[src/hw/rtl/wdpt_pkg.sv]
`default_nettype none

package wdpt_pkg;

    localparam int DIST_W     = 14;
    localparam int RATE_W     = 12;
    localparam int TIME_W     = 32;
    localparam int POS_W      = 17;
    localparam int CNT_W      = 16;
    localparam int IN_DATA_W  = 104;
    localparam int OUT_DATA_W = 40;
    localparam int CFG_IDX_W  = 3;
    localparam int CFG_DATA_W = 14;

    // configuration register indexes
    localparam logic [CFG_IDX_W-1:0] REG_FIELD_HALF     = 3'd0;
    localparam logic [CFG_IDX_W-1:0] REG_SENSOR_OFFSET  = 3'd1;
    localparam logic [CFG_IDX_W-1:0] REG_MIN_VALID      = 3'd2;
    localparam logic [CFG_IDX_W-1:0] REG_MAX_VALID      = 3'd3;
    localparam logic [CFG_IDX_W-1:0] REG_SMOOTH_ALPHA   = 3'd4;
    localparam logic [CFG_IDX_W-1:0] REG_INTERF_THRESH  = 3'd5;
    localparam logic [CFG_IDX_W-1:0] REG_TURN_THRESH    = 3'd6;
    localparam logic [CFG_IDX_W-1:0] REG_WALL_TOLERANCE = 3'd7;

    localparam logic [TIME_W-1:0] TIMEOUT_MS         = 32'd500;
    localparam logic [CNT_W-1:0]  INTERFERENCE_LEVEL = 16'd3;
    localparam logic [CNT_W-1:0]  CNT_MAX            = 16'hFFFF;
    localparam logic [8:0]        ALPHA_ONE          = 9'd256;

    typedef struct packed {
        logic [11:0] field_half;
        logic [9:0]  sensor_offset;
        logic [13:0] min_valid;
        logic [13:0] max_valid;
        logic [8:0]  smooth_alpha;
        logic [11:0] interference_threshold;
        logic [10:0] turn_rate_threshold;
        logic [11:0] wall_tolerance;
    } wdpt_cfg_t;

    typedef struct packed {
        logic [TIME_W-1:0]        now_ms;
        logic signed [RATE_W-1:0] turn_rate;
        logic [DIST_W-1:0]        right_dist;
        logic [DIST_W-1:0]        left_dist;
        logic [DIST_W-1:0]        back_dist;
        logic [DIST_W-1:0]        front_dist;
    } wdpt_sample_t;

    typedef struct packed {
        logic                    interference;
        logic                    fix_ok;
        logic                    y_valid;
        logic                    x_valid;
        logic signed [POS_W-1:0] y_pos;
        logic signed [POS_W-1:0] x_pos;
    } wdpt_result_t;

    // clamp a wide position to the 17-bit range
    function automatic logic signed [POS_W-1:0] sat_pos(input logic signed [20:0] v);
        logic signed [POS_W-1:0] r;
        if (v > 21'sd65535) begin
            r = 17'sh0FFFF;
        end else if (v < -21'sd65536) begin
            r = 17'sh10000;
        end else begin
            r = v[POS_W-1:0];
        end
        return r;
    endfunction

endpackage

`default_nettype wire

[src/hw/rtl/wdpt_cfg_regs.sv]
`default_nettype none

module wdpt_cfg_regs
    import wdpt_pkg::*;
(
    input  wire logic                  clk,
    input  wire logic                  rst_n,
    input  wire logic                  cfg_we,
    input  wire logic [CFG_IDX_W-1:0]  cfg_index,
    input  wire logic [CFG_DATA_W-1:0] cfg_data,
    output      wdpt_cfg_t             cfg
);

    wdpt_cfg_t cfg_reg;

    always_ff @(posedge clk or negedge rst_n)
    begin
        if (!rst_n)
        begin
            cfg_reg.field_half             <= 12'd1825;
            cfg_reg.sensor_offset          <= 10'd100;
            cfg_reg.min_valid              <= 14'd20;
            cfg_reg.max_valid              <= 14'd2000;
            cfg_reg.smooth_alpha           <= 9'd77;
            cfg_reg.interference_threshold <= 12'd200;
            cfg_reg.turn_rate_threshold    <= 11'd20;
            cfg_reg.wall_tolerance         <= 12'd100;
        end
        else if (cfg_we)
        begin
            unique case (cfg_index)
                REG_FIELD_HALF:     cfg_reg.field_half             <= cfg_data[11:0];
                REG_SENSOR_OFFSET:  cfg_reg.sensor_offset          <= cfg_data[9:0];
                REG_MIN_VALID:      cfg_reg.min_valid              <= cfg_data[13:0];
                REG_MAX_VALID:      cfg_reg.max_valid              <= cfg_data[13:0];
                REG_SMOOTH_ALPHA:   cfg_reg.smooth_alpha           <= cfg_data[8:0];
                REG_INTERF_THRESH:  cfg_reg.interference_threshold <= cfg_data[11:0];
                REG_TURN_THRESH:    cfg_reg.turn_rate_threshold    <= cfg_data[10:0];
                REG_WALL_TOLERANCE: cfg_reg.wall_tolerance         <= cfg_data[11:0];
            endcase
        end
    end

    assign cfg = cfg_reg;

endmodule

`default_nettype wire

[src/hw/rtl/wdpt_smooth.sv]
`default_nettype none

// est = floor((a*fresh + (256-a)*old + 128) / 256), folded into a*(fresh-old) + 256*old
module wdpt_smooth
    import wdpt_pkg::*;
(
    input  wire logic signed [17:0]      fresh,
    input  wire logic signed [POS_W-1:0] old,
    input  wire logic [8:0]              alpha,
    output      logic signed [POS_W-1:0] est
);

    logic [8:0]         alpha_eff;
    logic signed [9:0]  alpha_s;
    logic signed [18:0] diff;
    logic signed [28:0] prod;
    logic signed [29:0] sum;

    always_comb
    begin
        alpha_eff = (alpha > ALPHA_ONE) ? ALPHA_ONE : alpha;
        alpha_s   = $signed({1'b0, alpha_eff});
        diff      = $signed({fresh[17], fresh}) - $signed({{2{old[POS_W-1]}}, old});
        prod      = diff * alpha_s;
        sum       = $signed({prod[28], prod})
                  + $signed({{5{old[POS_W-1]}}, old, 8'd0})
                  + 30'sd128;
        est       = sat_pos(sum[28:8]);
    end

endmodule

`default_nettype wire

[src/hw/rtl/wdpt_core.sv]
`default_nettype none

module wdpt_core
    import wdpt_pkg::*;
(
    input  wire logic         clk,
    input  wire logic         rst_n,
    input  wire logic         step,
    input  wire wdpt_sample_t sample,
    input  wire wdpt_cfg_t    cfg,
    output      wdpt_result_t res
);

    // tracker state
    logic signed [POS_W-1:0] x_est_reg, x_est_next;
    logic signed [POS_W-1:0] y_est_reg, y_est_next;
    logic                    x_trust_reg, x_trust_next;
    logic                    y_trust_reg, y_trust_next;
    logic [TIME_W-1:0]       last_time_reg, last_time_next;
    logic [DIST_W-1:0]       bw_dist_reg, bw_dist_next;
    logic                    bw_valid_reg, bw_valid_next;
    logic [DIST_W-1:0]       prev_back_reg, prev_back_next;
    logic [DIST_W-1:0]       prev_left_reg, prev_left_next;
    logic [DIST_W-1:0]       prev_right_reg, prev_right_next;
    logic [CNT_W-1:0]        cnt_reg, cnt_next;

    logic                    vf, vb, vl, vr, any_valid;
    logic [TIME_W-1:0]       elapsed;
    logic                    timeout;
    logic [RATE_W-1:0]       rate_bits, rate_mag;
    logic                    turning;
    logic [14:0]             bw_diff, bw_mag;
    logic                    bw_take;
    logic [DIST_W-1:0]       bw_dist_upd;
    logic                    bw_valid_upd;
    logic [14:0]             width, expect_w;
    logic [15:0]             w_diff, w_mag;
    logic [14:0]             b_diff, b_mag;
    logic [16:0]             b_mag4, thr5;
    logic                    susp_w, susp_b, suspicious;
    logic [CNT_W-1:0]        cnt_upd;
    logic                    intf_upd;
    logic signed [15:0]      yb_mm;
    logic signed [POS_W-1:0] y_back;
    logic signed [14:0]      dx, dy;
    logic signed [17:0]      fresh_x, fresh_y;
    logic signed [POS_W-1:0] x_smooth, y_smooth;
    logic                    fix;

    always_comb
    begin
        vf = sample.front_dist >= cfg.min_valid && sample.front_dist <= cfg.max_valid;
        vb = sample.back_dist  >= cfg.min_valid && sample.back_dist  <= cfg.max_valid;
        vl = sample.left_dist  >= cfg.min_valid && sample.left_dist  <= cfg.max_valid;
        vr = sample.right_dist >= cfg.min_valid && sample.right_dist <= cfg.max_valid;
        any_valid = vf || vb || vl || vr;

        last_time_next = any_valid ? sample.now_ms : last_time_reg;
        elapsed        = sample.now_ms - last_time_next;
        timeout        = elapsed > TIMEOUT_MS;

        rate_bits = sample.turn_rate;
        rate_mag  = rate_bits[RATE_W-1] ? (~rate_bits + 12'd1) : rate_bits;
        turning   = rate_mag > {1'b0, cfg.turn_rate_threshold};

        // back-wall reference follows readings close to it
        bw_diff      = {1'b0, sample.back_dist} - {1'b0, bw_dist_reg};
        bw_mag       = bw_diff[14] ? (~bw_diff + 15'd1) : bw_diff;
        bw_take      = vb && (!bw_valid_reg || bw_mag < {3'b0, cfg.wall_tolerance});
        bw_dist_upd  = bw_take ? sample.back_dist : bw_dist_reg;
        bw_valid_upd = bw_take || bw_valid_reg;

        // sudden change of side-to-side width
        width    = {1'b0, sample.left_dist} + {1'b0, sample.right_dist};
        expect_w = bw_valid_upd ? {2'b0, cfg.field_half, 1'b0}
                                : {1'b0, prev_left_reg} + {1'b0, prev_right_reg};
        w_diff   = {1'b0, width} - {1'b0, expect_w};
        w_mag    = w_diff[15] ? (~w_diff + 16'd1) : w_diff;
        susp_w   = vl && vr && !turning && (w_mag > {4'b0, cfg.interference_threshold});

        // sudden back jump while turning, 4*delta > 5*thr
        b_diff = {1'b0, sample.back_dist} - {1'b0, prev_back_reg};
        b_mag  = b_diff[14] ? (~b_diff + 15'd1) : b_diff;
        b_mag4 = {b_mag, 2'b00};
        thr5   = {3'b0, cfg.interference_threshold, 2'b00}
               + {5'b0, cfg.interference_threshold};
        susp_b = turning && vb && (prev_back_reg != '0) && (b_mag4 > thr5);

        suspicious = susp_w || susp_b;
        if (suspicious)
        begin
            cnt_upd = (cnt_reg == CNT_MAX) ? cnt_reg : cnt_reg + 16'd1;
        end
        else
        begin
            cnt_upd = (cnt_reg == '0) ? cnt_reg : cnt_reg - 16'd1;
        end
        intf_upd = cnt_upd >= INTERFERENCE_LEVEL;

        // back-only Y in mm, then 1/16 mm
        yb_mm  = $signed({2'b0, sample.back_dist}) + $signed({6'b0, cfg.sensor_offset})
               - $signed({4'b0, cfg.field_half});
        y_back = sat_pos($signed({yb_mm[15], yb_mm, 4'b0000}));

        // opposite-pair averages reduce to a plain difference
        dx      = $signed({1'b0, sample.left_dist}) - $signed({1'b0, sample.right_dist});
        dy      = $signed({1'b0, sample.back_dist}) - $signed({1'b0, sample.front_dist});
        fresh_x = $signed({dx, 3'b000});
        fresh_y = $signed({dy, 3'b000});
    end

    wdpt_smooth u_smooth_x (
        .fresh (fresh_x),
        .old   (x_est_reg),
        .alpha (cfg.smooth_alpha),
        .est   (x_smooth)
    );

    wdpt_smooth u_smooth_y (
        .fresh (fresh_y),
        .old   (y_est_reg),
        .alpha (cfg.smooth_alpha),
        .est   (y_smooth)
    );

    always_comb
    begin
        x_est_next      = x_est_reg;
        y_est_next      = y_est_reg;
        x_trust_next    = x_trust_reg;
        y_trust_next    = y_trust_reg;
        bw_dist_next    = bw_dist_reg;
        bw_valid_next   = bw_valid_reg;
        prev_back_next  = prev_back_reg;
        prev_left_next  = prev_left_reg;
        prev_right_next = prev_right_reg;
        cnt_next        = cnt_reg;
        fix             = 1'b0;

        if (timeout)
        begin
            x_trust_next = 1'b0;
            y_trust_next = 1'b0;
        end
        else
        begin
            bw_dist_next    = bw_dist_upd;
            bw_valid_next   = bw_valid_upd;
            cnt_next        = cnt_upd;
            prev_back_next  = vb ? sample.back_dist  : prev_back_reg;
            prev_left_next  = vl ? sample.left_dist  : prev_left_reg;
            prev_right_next = vr ? sample.right_dist : prev_right_reg;

            if (intf_upd || turning)
            begin
                if (vb && bw_valid_upd)
                begin
                    y_est_next   = y_back;
                    y_trust_next = 1'b1;
                end
                else
                begin
                    y_trust_next = 1'b0;
                end
                if (turning)
                begin
                    x_trust_next = 1'b0;
                end
                fix = y_trust_next;
            end
            else
            begin
                if (vl && vr)
                begin
                    x_est_next   = x_smooth;
                    x_trust_next = 1'b1;
                end
                else
                begin
                    x_trust_next = 1'b0;
                end
                if (vf && vb)
                begin
                    y_est_next   = y_smooth;
                    y_trust_next = 1'b1;
                end
                else
                begin
                    y_trust_next = 1'b0;
                end
                fix = (vl && vr) || (vf && vb);
            end
        end

        res.x_pos        = x_est_next;
        res.y_pos        = y_est_next;
        res.x_valid      = x_trust_next;
        res.y_valid      = y_trust_next;
        res.fix_ok       = fix;
        res.interference = cnt_next >= INTERFERENCE_LEVEL;
    end

    always_ff @(posedge clk or negedge rst_n)
    begin
        if (!rst_n)
        begin
            x_est_reg      <= '0;
            y_est_reg      <= '0;
            x_trust_reg    <= 1'b0;
            y_trust_reg    <= 1'b0;
            last_time_reg  <= '0;
            bw_dist_reg    <= '0;
            bw_valid_reg   <= 1'b0;
            prev_back_reg  <= '0;
            prev_left_reg  <= '0;
            prev_right_reg <= '0;
            cnt_reg        <= '0;
        end
        else if (step)
        begin
            x_est_reg      <= x_est_next;
            y_est_reg      <= y_est_next;
            x_trust_reg    <= x_trust_next;
            y_trust_reg    <= y_trust_next;
            last_time_reg  <= last_time_next;
            bw_dist_reg    <= bw_dist_next;
            bw_valid_reg   <= bw_valid_next;
            prev_back_reg  <= prev_back_next;
            prev_left_reg  <= prev_left_next;
            prev_right_reg <= prev_right_next;
            cnt_reg        <= cnt_next;
        end
    end

    // counter moves by at most one per sample
    a_cnt_step: assert property (@(posedge clk) disable iff (!rst_n)
        step |=> (cnt_reg == $past(cnt_reg)) || (cnt_reg == $past(cnt_reg) + 16'd1)
                 || (cnt_reg == $past(cnt_reg) - 16'd1))
        else $error("interference counter jumped");

    // a usable fix always leaves at least one trusted axis
    a_fix_trusted: assert property (@(posedge clk) disable iff (!rst_n)
        step && res.fix_ok |-> res.x_valid || res.y_valid)
        else $error("fix without trusted axis");

    // once seeded the back-wall reference stays valid
    a_bw_sticky: assert property (@(posedge clk) disable iff (!rst_n)
        !$fell(bw_valid_reg))
        else $error("back-wall reference lost");

endmodule

`default_nettype wire

[src/hw/rtl/wall_distance_position_tracker.sv]
// wall-distance position tracker
// slave stream: one request per sample, s_tdata carries four wall distances,
// the signed gyro turn rate and the millisecond time stamp
// master stream: one request per sample with the X/Y estimate in 1/16 mm,
// the trust flags, the fix flag and the interference flag
// configuration: cfg_we / cfg_index / cfg_data write one of eight registers
// per clock; users write only with no sample in flight (block does not check)
// path: a request is taken into the input register, evaluated, and lands in
// the output register once that is free or being drained; m_tvalid then rises
// throughput: one sample per cycle unless m_tready stalls; the tracker state
// is updated in a single pass of logic between the input and output registers
// reset: all tracker state clears to zero and the registers take their
// defaults; both streams come up empty
// stall: while m_tready is low the output register holds its request and
// the input register keeps one more, then s_tready drops
`default_nettype none

module wall_distance_position_tracker
    import wdpt_pkg::*;
(
    input  wire logic                  clk,
    input  wire logic                  rst_n,
    // front_dist[13:0], back_dist[27:14], left_dist[41:28], right_dist[55:42],
    // turn_rate[67:56], now_ms[99:68], zero fill[103:100]
    input  wire logic                  s_tvalid,
    output      logic                  s_tready,
    input  wire logic [IN_DATA_W-1:0]  s_tdata,
    // x_pos[16:0], y_pos[33:17], x_valid[34], y_valid[35], fix_ok[36],
    // interference[37], zero fill[39:38]
    output      logic                  m_tvalid,
    input  wire logic                  m_tready,
    output      logic [OUT_DATA_W-1:0] m_tdata,
    input  wire logic                  cfg_we,
    input  wire logic [CFG_IDX_W-1:0]  cfg_index,
    input  wire logic [CFG_DATA_W-1:0] cfg_data
);

    wdpt_cfg_t    cfg;
    wdpt_sample_t in_sample_reg;
    logic         in_valid_reg, in_valid_next;
    wdpt_result_t res;
    wdpt_result_t out_reg;
    logic         out_valid_reg, out_valid_next;
    logic         in_take;
    logic         advance;

    // sample moves on when the output register is free or being drained
    assign advance  = in_valid_reg && (!out_valid_reg || m_tready);
    assign s_tready = !in_valid_reg || advance;
    assign in_take  = s_tvalid && s_tready;

    assign in_valid_next  = in_take || (in_valid_reg && !advance);
    assign out_valid_next = advance || (out_valid_reg && !m_tready);

    wdpt_cfg_regs u_cfg (
        .clk       (clk),
        .rst_n     (rst_n),
        .cfg_we    (cfg_we),
        .cfg_index (cfg_index),
        .cfg_data  (cfg_data),
        .cfg       (cfg)
    );

    // input register, payload only
    always_ff @(posedge clk)
    begin
        if (in_take)
        begin
            in_sample_reg.front_dist <= s_tdata[13:0];
            in_sample_reg.back_dist  <= s_tdata[27:14];
            in_sample_reg.left_dist  <= s_tdata[41:28];
            in_sample_reg.right_dist <= s_tdata[55:42];
            in_sample_reg.turn_rate  <= $signed(s_tdata[67:56]);
            in_sample_reg.now_ms     <= s_tdata[99:68];
        end
    end

    // evaluation of one sample, state committed on advance
    wdpt_core u_core (
        .clk    (clk),
        .rst_n  (rst_n),
        .step   (advance),
        .sample (in_sample_reg),
        .cfg    (cfg),
        .res    (res)
    );

    // output register, payload only
    always_ff @(posedge clk)
    begin
        if (advance)
        begin
            out_reg <= res;
        end
    end

    // handshake flags
    always_ff @(posedge clk or negedge rst_n)
    begin
        if (!rst_n)
        begin
            in_valid_reg  <= 1'b0;
            out_valid_reg <= 1'b0;
        end
        else
        begin
            in_valid_reg  <= in_valid_next;
            out_valid_reg <= out_valid_next;
        end
    end

    assign m_tvalid = out_valid_reg;
    assign m_tdata  = {2'b00, out_reg.interference, out_reg.fix_ok, out_reg.y_valid,
                       out_reg.x_valid, out_reg.y_pos, out_reg.x_pos};

    // an empty input register always takes a request
    a_in_free: assert property (@(posedge clk) disable iff (!rst_n)
        !in_valid_reg |-> s_tready)
        else $error("input stage empty but not ready");

    // an evaluated sample always shows on the master side next cycle
    a_out_loaded: assert property (@(posedge clk) disable iff (!rst_n)
        advance |=> m_tvalid)
        else $error("result lost after evaluation");

    // a held sample is not dropped
    a_in_held: assert property (@(posedge clk) disable iff (!rst_n)
        in_valid_reg && !advance |=> in_valid_reg)
        else $error("pending sample dropped");

endmodule

`default_nettype wire
[config.mk]
export PLATFORM = sky130hd
export DESIGN_NAME = wall_distance_position_tracker
export DESIGN_NICKNAME = d
export VERILOG_FILES = /design/src/hw/rtl/wdpt_pkg.sv /design/src/hw/rtl/wdpt_cfg_regs.sv /design/src/hw/rtl/wdpt_smooth.sv /design/src/hw/rtl/wdpt_core.sv /design/src/hw/rtl/wall_distance_position_tracker.sv
export SDC_FILE = /design/constraint.sdc
export NUM_CORES = 2
export LEC_CHECK = 0
export BUFFER_PORTS_ARGS = -buffer_cell sky130_fd_sc_hd__buf_2
export CAP_MARGIN = 20
export CORE_ASPECT_RATIO = 1.1
export CORE_MARGIN = 2
export CORE_UTILIZATION = 40
export CTS_CLUSTER_SIZE = 8
export DETAILED_ROUTE_END_ITERATION = 8
export GPL_TIMING_DRIVEN = 0
export PLACE_DENSITY = 0.61
export SETUP_SLACK_MARGIN = 0.2
export SYNTH_ARGS = -nofsm -noshare
export SYNTH_HDL_FRONTEND = slang
export SYNTH_SLANG_ARGS = --single-unit
export TNS_END_PERCENT = 30
[constraint.sdc]
create_clock -name clk -period 26.8 [get_ports clk]
set_input_delay 5.36 -clock clk [delete_from_list [all_inputs] [get_ports clk]]
set_output_delay 5.36 -clock clk [all_outputs]
set_load 0.05 [all_outputs]
==> run_results.csv <==
group,metric,value,unit
synth,syn-cell-area,0.0401,mm^2
final_layout,fin_util,0.446,
global_route,track_usage,0.227,
worst_setup_path,r2r_end,"m_tdata[26]",
power_and_ir_drop,power,5.67,mW
worst_setup_path,rr_worst_depth,46,
timing,rsz0062_at_grt,"false",
final_layout,final_cell_mix,"666 x inv_1, 466 x ha_1, 391 x nand2_1",
hold_path,hold_path_end,"u_core.x_trust_reg",
worst_setup_path,crit_type,"flop to flop",
timing,hold_slack,0.474,ns
place,placed_area,0.0427,mm^2
clock_network,htreeDepth,2,
power_and_ir_drop,power.leakage,21.2,nW
clock_network,clk_pin_slew_worst_paths,0.05,ns
worst_setup_path,cp_data_arrival_time,12.11,ns
final_layout,layout.cells.most_common,"inv_1",
power_and_ir_drop,intPower,2.77,mW
place,port_buffers,161,
clock_network,cts_buffers,51,
power_and_ir_drop,p_sw,2.90,mW
hold_path,hold_class,"flop to flop",
power_and_ir_drop,power_frac_comb,0.768,
route,dr.pass1.iters,7,
floorplan,die_h,336,um
global_route,gr-total-overflow,0,
timing,skew,0.0448,ns
worst_setup_path,slowest_delay,0.82,ns
hold_path,min_delay_path_depth,1,
clock_network,cts_tree,"done",
power_and_ir_drop,power.density,128,mW/mm^2
place,dpl.cell_count,5743,
clock_network,clockBufferDepth,3,
timing,min_period,11.75,ns
worst_setup_path,r2r_slack,15.05,ns
clock_network,clkLatencyLatePin,0.63,ns
timing,tightest_slew,1.21,ns
route,wl,116000,um
synth,avgSynthCellArea,9.37,um^2
route,drt_iter0_drc,2136,
synth,synth_cells,4286,
route,vias,31400,
job,maxCapViolations,0,
timing,fin_crit_sh,0.439,
clock_network,ctsResizeCount,0,
synth,synth.largest_area_cell,"fa_1",
power_and_ir_drop,vdd_ir_drop_max,0.178,mV
final_layout,layoutNonFillerInstCount,5840,
floorplan,io_pins,168,
floorplan,dieArea,0.103,mm^2
hold_path,hp-start,"u_core.x_trust_reg",
timing,clock.fmax,85.1,MHz
route,wl_per_cell,19.9,um
clock_network,numClockSinks,348,
global_route,antenna_found_initial,3,
synth,ys_ff_latch,348,
synth,synthFlopType,"dfrtp_1",
final_layout,fin_nets,5424,
worst_setup_path,crit_path_frequent_cell,"a21o_1",
final_layout,largest_reg_flops,100,
synth,synth_warnings,0,
synth,synth_top_area_share,0.163,
timing,tns,0,ns
clock_network,cts-root-buf,"clkbuf_16",
global_route,grt_pass1_vias,31400,
outcome,status,"complete, no violations",
floorplan,initial_utilization,0.405,
timing,final_hold_viol_count,0,
route,postRouteAntennaNets,0,
synth,yosysUniqueCellTypes,113,
synth,ys_seq_area_frac,0.235,
timing,maxSlewViolCount,0,
final_layout,multiInputGateArea,0.0277,mm^2
timing,timing.final.ws_setup,15.05,ns
timing,setup_viol_count_final,0,
final_layout,seq_area,0.00943,mm^2
final_layout,fillers,9740,
timing,max_slew_margin,0.193,
clock_network,cts_hold_buf,0,
power_and_ir_drop,clkPwrFrac,0.109,
worst_setup_path,r2r_start,"in_sample_reg[14]",
synth,synthTopCellsByArea,"fa_1 16%, ha_1 15%, dfrtp_1 12%, edfxtp_1 10%, inv_1 6.2%",
place,place_hpwl,93300,um
worst_setup_path,path_max_fanout,10,
place,gp_congestion,0.904,
final_layout,design_area,0.0442,mm^2
place,place_ws,15.10,ns
floorplan,fp.coreArea,0.0992,mm^2
global_route,grt_pass1_wl,181000,um
worst_setup_path,crit_slowest_cell,"xnor2_1",
power_and_ir_drop,pwr-share-seq,0.122,
global_route,grt_max_degree,113,
final_layout,drive_gt1_frac,0.0970,
floorplan,die_w,306,um
worst_setup_path,required,27.16,ns
route,viasPerCell,5.38,
synth,ys_async_sr_fraction,0.603,
clock_network,cts_setup_buffers,0,
route,drcViolationCount,0,
worst_setup_path,start_kind,"flop",
power_and_ir_drop,sw_frac_of_total,0.512,
synth,synth_edf_count,138,
floorplan,num_rows,121,
worst_setup_path,end_kind,"flop",
final_layout,syn2layout_area_growth,10.1,%
power by group through the flow:
stage / sequential [mW] / combinational (mW) / clock (mW)
final: 0.694 / 4.36 / 0.619
after global routing: 0.701 / 4.99 / 0.660
after CTS: 0.694 / 4.38 / 0.636
after detailed placement: 0.703 / 4.35 / 0
after global placement: 0.703 / 4.27 / 0
after floorplan: 0.683 / 3.36 / 0
kinds of logic after synthesis:
group / after synthesis / share of synthesized area
AOI/OAI and AO/OA: 797 / 0.133
xor gates and xnor gates: 244 / 0.0534
adders and majority gates: 795 / 0.309
buffers and inverters: 784 / 0.0749
DFF: 348 / 0.235
muxes: 222 / 0.0608
other: 1 / 0.0000934
and+or+nand+nor: 1095 / 0.134
worst max-delay path by stage:
stage,from,to,slack (ns)
after floorplan,m_tready,s_tready,15.60
after CTS,in_sample_reg[14],m_tdata[31],15.09
after global routing,in_sample_reg[14],m_tdata[31],14.29
after global placement,in_sample_reg[14],m_tdata[32],15.21
after detailed placement,in_sample_reg[14],m_tdata[26],15.10
final,in_sample_reg[14],m_tdata[26],15.05
routing by layer:
metal,routed length [um],vias to the layer above,share of wire,GRT usage
met2,57100,730,0.49,0.398
met5,27,-,0.00023,0
met4,2690,4,0.023,0.0565
met1,50300,15600,0.43,0.298
li1,-,14900,-,-
met3,5870,138,0.051,0.0261
synthesized netlist by cell type (60+ instances only):
cell type / number
inv_1: 667
ha_1: 466
nand2_1: 391
fa_1: 327
nor2_1: 231
a21oi_1: 189
dfrtp_1: 185
xnor2_1: 152
o21ai_0: 150
edfxtp_1: 138
mux2_2: 121
and2_1: 112
clkbuf_1: 99
xor2_1: 91
a21o_1: 87
mux2i_1: 60
worst max-delay path: cells and delay by family (launching register included):
kind	cells	cell delay (ns)
AO/OA/AOI/OAI	19	3.74
XOR/XNOR	5	1.72
adder cells (fa/ha/maj)	9	3.69
buffers and inverters	6	0.91
flip-flops	1	0.47
AND/OR/NAND/NOR	7	0.96
layout make-up:
cell class	instances	area share
buffer	117	0.0114
multi-input combinational	3155	0.627
sequential	348	0.213
antenna	2	0.000113
clock buffer	88	0.0325
clock inverter	7	0.00156
tap	1291	0.0365
inverter	667	0.0566
timing repair buffer	165	0.0208
Power figures use the tool's default switching activity.
